==> config.mk <==
export PLATFORM = sky130hd
export DESIGN_NAME = vltm_ram
export DESIGN_NICKNAME = d
export VERILOG_FILES = /design/src/vltm_ram.sv
export SDC_FILE = /design/constraint.sdc
export NUM_CORES = 1
export LEC_CHECK = 0
export BUFFER_PORTS_ARGS = -buffer_cell sky130_fd_sc_hd__clkbuf_2
export CORE_ASPECT_RATIO = 1.5
export CORE_MARGIN = 2
export CORE_UTILIZATION = 60
export CTS_CLUSTER_SIZE = 24
export DETAILED_ROUTE_END_ITERATION = 7
export PLACE_DENSITY = 0.78
export SKIP_CTS_REPAIR_TIMING = 1
export SYNTH_ARGS = -nofsm -noshare
export SYNTH_HDL_FRONTEND = slang
export SYNTH_SLANG_ARGS = --single-unit
==> constraint.sdc <==
create_clock -name clk -period 2.4 [get_ports clk]
set_clock_uncertainty 0.2 [all_clocks]
set_input_delay 0.48 -clock clk [delete_from_list [all_inputs] [get_ports clk]]
set_output_delay 0.48 -clock clk [all_outputs]
set_load 0.02 [all_outputs]
==> src/vltm_ram.sv <==
module vltm_ram #(
  parameter int WIDTH = 8,
  parameter int DEPTH = 16
) (
  input  logic                     clk,
  input  logic                     wr_en,
  input  logic [$clog2(DEPTH)-1:0] wr_addr,
  input  logic [WIDTH-1:0]         wr_data,
  input  logic                     rd_en,
  input  logic [$clog2(DEPTH)-1:0] rd_addr,
  output logic [WIDTH-1:0]         rd_data
);

  logic [WIDTH-1:0] mem [DEPTH];
  logic [WIDTH-1:0] rd_data_r;

  // one write port, one registered read port; read data holds while idle
  always_ff @(posedge clk) begin
    if (wr_en) begin
      mem[wr_addr] <= wr_data;
    end
    if (rd_en) begin
      rd_data_r <= mem[rd_addr];
    end
  end

  assign rd_data = rd_data_r;

endmodule

==> impl_metrics.ini <==
[outcome]
status = finished clean

[finish]
syn_to_final_growth_pct = 17.98
utilization_pct = 72.86
final_nets = 304
antenna_cells = 0
drive_gt1_share_pct = 32.89
fin_cells = 405

[power_and_ir_drop]
p_leak_nw = 2.099
peakVddDrop_mv = 0.8545
pwr-share-seq_pct = 49.6
p_switching_mw = 1.117
clockPowerShare_pct = 45.8
p_int_mw = 4.308
combPwrFrac_pct = 4.6
switching_share_pct = 20.59
powerDensity_mw_per_mm2 = 879.6

[drt]
antenna_left = 0
drt-total-wl_um = 9396
wl_per_cell_um = 23.20
first_pass_iters = 7
vias = 2490
drt-vias-per-instance = 6.148
drc_errors = 0
drtIter0Drc = 216

[yosys]
synth.most_common_cell = edfxtp_1
yosysSeqAreaShare_pct = 78.12
synthDistinctLibCells = 18
ys.flop_type = edfxtp_1
synth_nets = 248
synthTopCellsByCount = edfxtp_1 (136), mux4_2 (18), a22oi_1 (16), mux4_1 (14), nor2_1 (13)
ys_top_cells_by_area = edfxtp_1 (78%), mux4_2 (7.8%), mux4_1 (7.0%)
synth_edf_count = 136
synth.ff_latch_count = 136
async_flop_share_pct = 0
synth.largest_area_cell = edfxtp_1
synth_warnings = 0
netlist.area_leader.share_pct = 78.12
syn-instance-count = 229
syn_area_per_cell_sq_um = 22.83
syn_area_sq_mm = 0.005228

[sta]
rsz0062_at_grt = no
timing.fmax_mhz = 546.3
worst_slack_ns = 0.5695
worstMarginPinSlew_ns = 0.3897
drv_slew = 0
tns_ns = 0
relSlewSlack_pct = 74.02
post-route-min-period_ns = 1.831
hold_viol_final = 0
fin_crit_sh_pct = 76.27
setup_violations = 0

[global_route]
grt.met1_usage_pct = 28.23
antenna_found_initial = 0
grt_pass1_vias = 2537
grt_max_degree = 33
grt_pass1_wl_um = 14600
met2_usage_pct = 36.77
grt_use_total_pct = 22.53
grt_overflow = 0
busiest_layer = met2
use_met3_pct = 6.107

[clock_network]
cts_buffers = 17
root_buffer = clkbuf_16
clk_pin_slew_ns = 0.06
h-tree-depth = 4
clk_latency_ns = 0.41
cts.sinks = 136
clock_path_buffers = 2
cts_tree = built

[placement]
dpl.hpwl_um = 6081
dp_cells = 373
gp_congestion = 0.7240
place_ws_ns = 0.1219
portBuffers = 26

[critical_path]
cpMaxStageDelayCell = mux4_1
critPathLaunchType = input pin
cp_max_fo = 32
end_kind = flip-flop
crit_chain = clkbuf_2 > buf_12 > mux4_1 > a22oi_1 > nand2_1
max_stage_delay_ns = 0.61
arrival_ns = 1.79
critPathRequiredTime_ns = 2.36
critPathKind = in2reg

[die]
die_h_um = 118.3
fp.coreArea_sq_mm = 0.008464
start_util_pct = 61.76
rows = 41
die_area_sq_mm = 0.009490
die_width_um = 80.21
io_pins = 27

[min_path]
hold_class = in2reg

[run]
drv_cap = 0
==> critical path: cells and delay by family <==
kind | cells | cell delay [ns]
compound gates | 1 | 0.25
mux | 1 | 0.61
simple gates | 1 | 0.08
buf+inv | 2 | 0.35
==> cell families after synthesis <==
| group | Yosys count | share of synthesized area (%) |
|---|---|---|
| buffers and inverters | 10 | 1.651 |
| flip-flops | 136 | 78.12 |
| multiplexers | 32 | 14.79 |
| AO/OA/AOI/OAI | 16 | 2.298 |
| AND/OR/NAND/NOR | 35 | 3.136 |
==> power groups by stage <==
stage	Clock [mW]	Sequential, mW	Combinational, mW
after CTS	2.52	2.69	0.254
after global placement	0	2.74	0.244
after floorplan	0	2.75	0.135
after global routing	2.62	2.69	0.275
final	2.48	2.69	0.251
after detailed placement	0	2.74	0.253
==> path summary, 6_finish.rpt <==
kind / startpoint / endpoint / slack, ns / depth (start not counted)
worst max-delay path: rd_addr[0] / rd_data[1] / 0.57 / 5
worst min-delay path: wr_data[2] / mem[0][2] / 0.28 / 1
worst max register to register: mem[9][1] / rd_data[1] / 0.71 / 3
worst min register to register: mem[7][3] / rd_data[3] / 0.56 / 3
==> metal layers <==
| metal | part of all wire [%] | wire [um] | up-vias |
|---|---|---|---|
| li1 | - | - | 1096 |
| met3 | 5.4 | 505 | 17 |
| met5 | 0 | 0 | - |
| met1 | 37 | 3515 | 1276 |
| met4 | 1.9 | 180 | 0 |
| met2 | 55 | 5194 | 101 |
==> through the flow <==
stage / power (mW) / hold slack (ns) / instance area, sq um
6_report: 5.425 / 0.2765 / 6167
5_1_grt: 5.589 / 0.2775 / 6167
4_1_cts: 5.463 / 0.2724 / 6167
3_5_place_dp: 2.994 / 0.5429 / 5588
3_3_place_gp: 2.983 / 0.5220 / 5588
2_1_floorplan: 2.886 / 0.3789 / 5228
==> flip-flops by register name, indices dropped and copies added, names as in the netlist <==
signal   count
mem        128
rd_data      8
==> cell type report <==
type / count / area [sq um]
Multi-Input combinational cell: 83 / 1057
Fill cell: 507 / 2297
Clock buffer: 17 / 425.4
Clock inverter: 15 / 153.9
Tap cell: 107 / 133.9
Sequential cell: 136 / 4084
Timing Repair Buffer: 47 / 312.8
==> layout by cell type, fill, tap and decap left out, drive strengths merged <==
master | netlist | final
a22oi | 16 | 16
and2 | 1 | 1
and2b | 1 | 1
buf | 7 | 21
bufinv | 0 | 2
clkbuf | 0 | 43
clkinv | 0 | 4
clkinvlp | 0 | 7
edfxtp | 136 | 136
inv | 0 | 2
mux4 | 32 | 32
nand2 | 9 | 9
nand2b | 2 | 2
nand3 | 1 | 1
nand3b | 2 | 2
nor2 | 13 | 13
nor2b | 1 | 1
nor3 | 4 | 4
or3b | 1 | 1
Note: power is estimated with default switching activity, not from simulation.
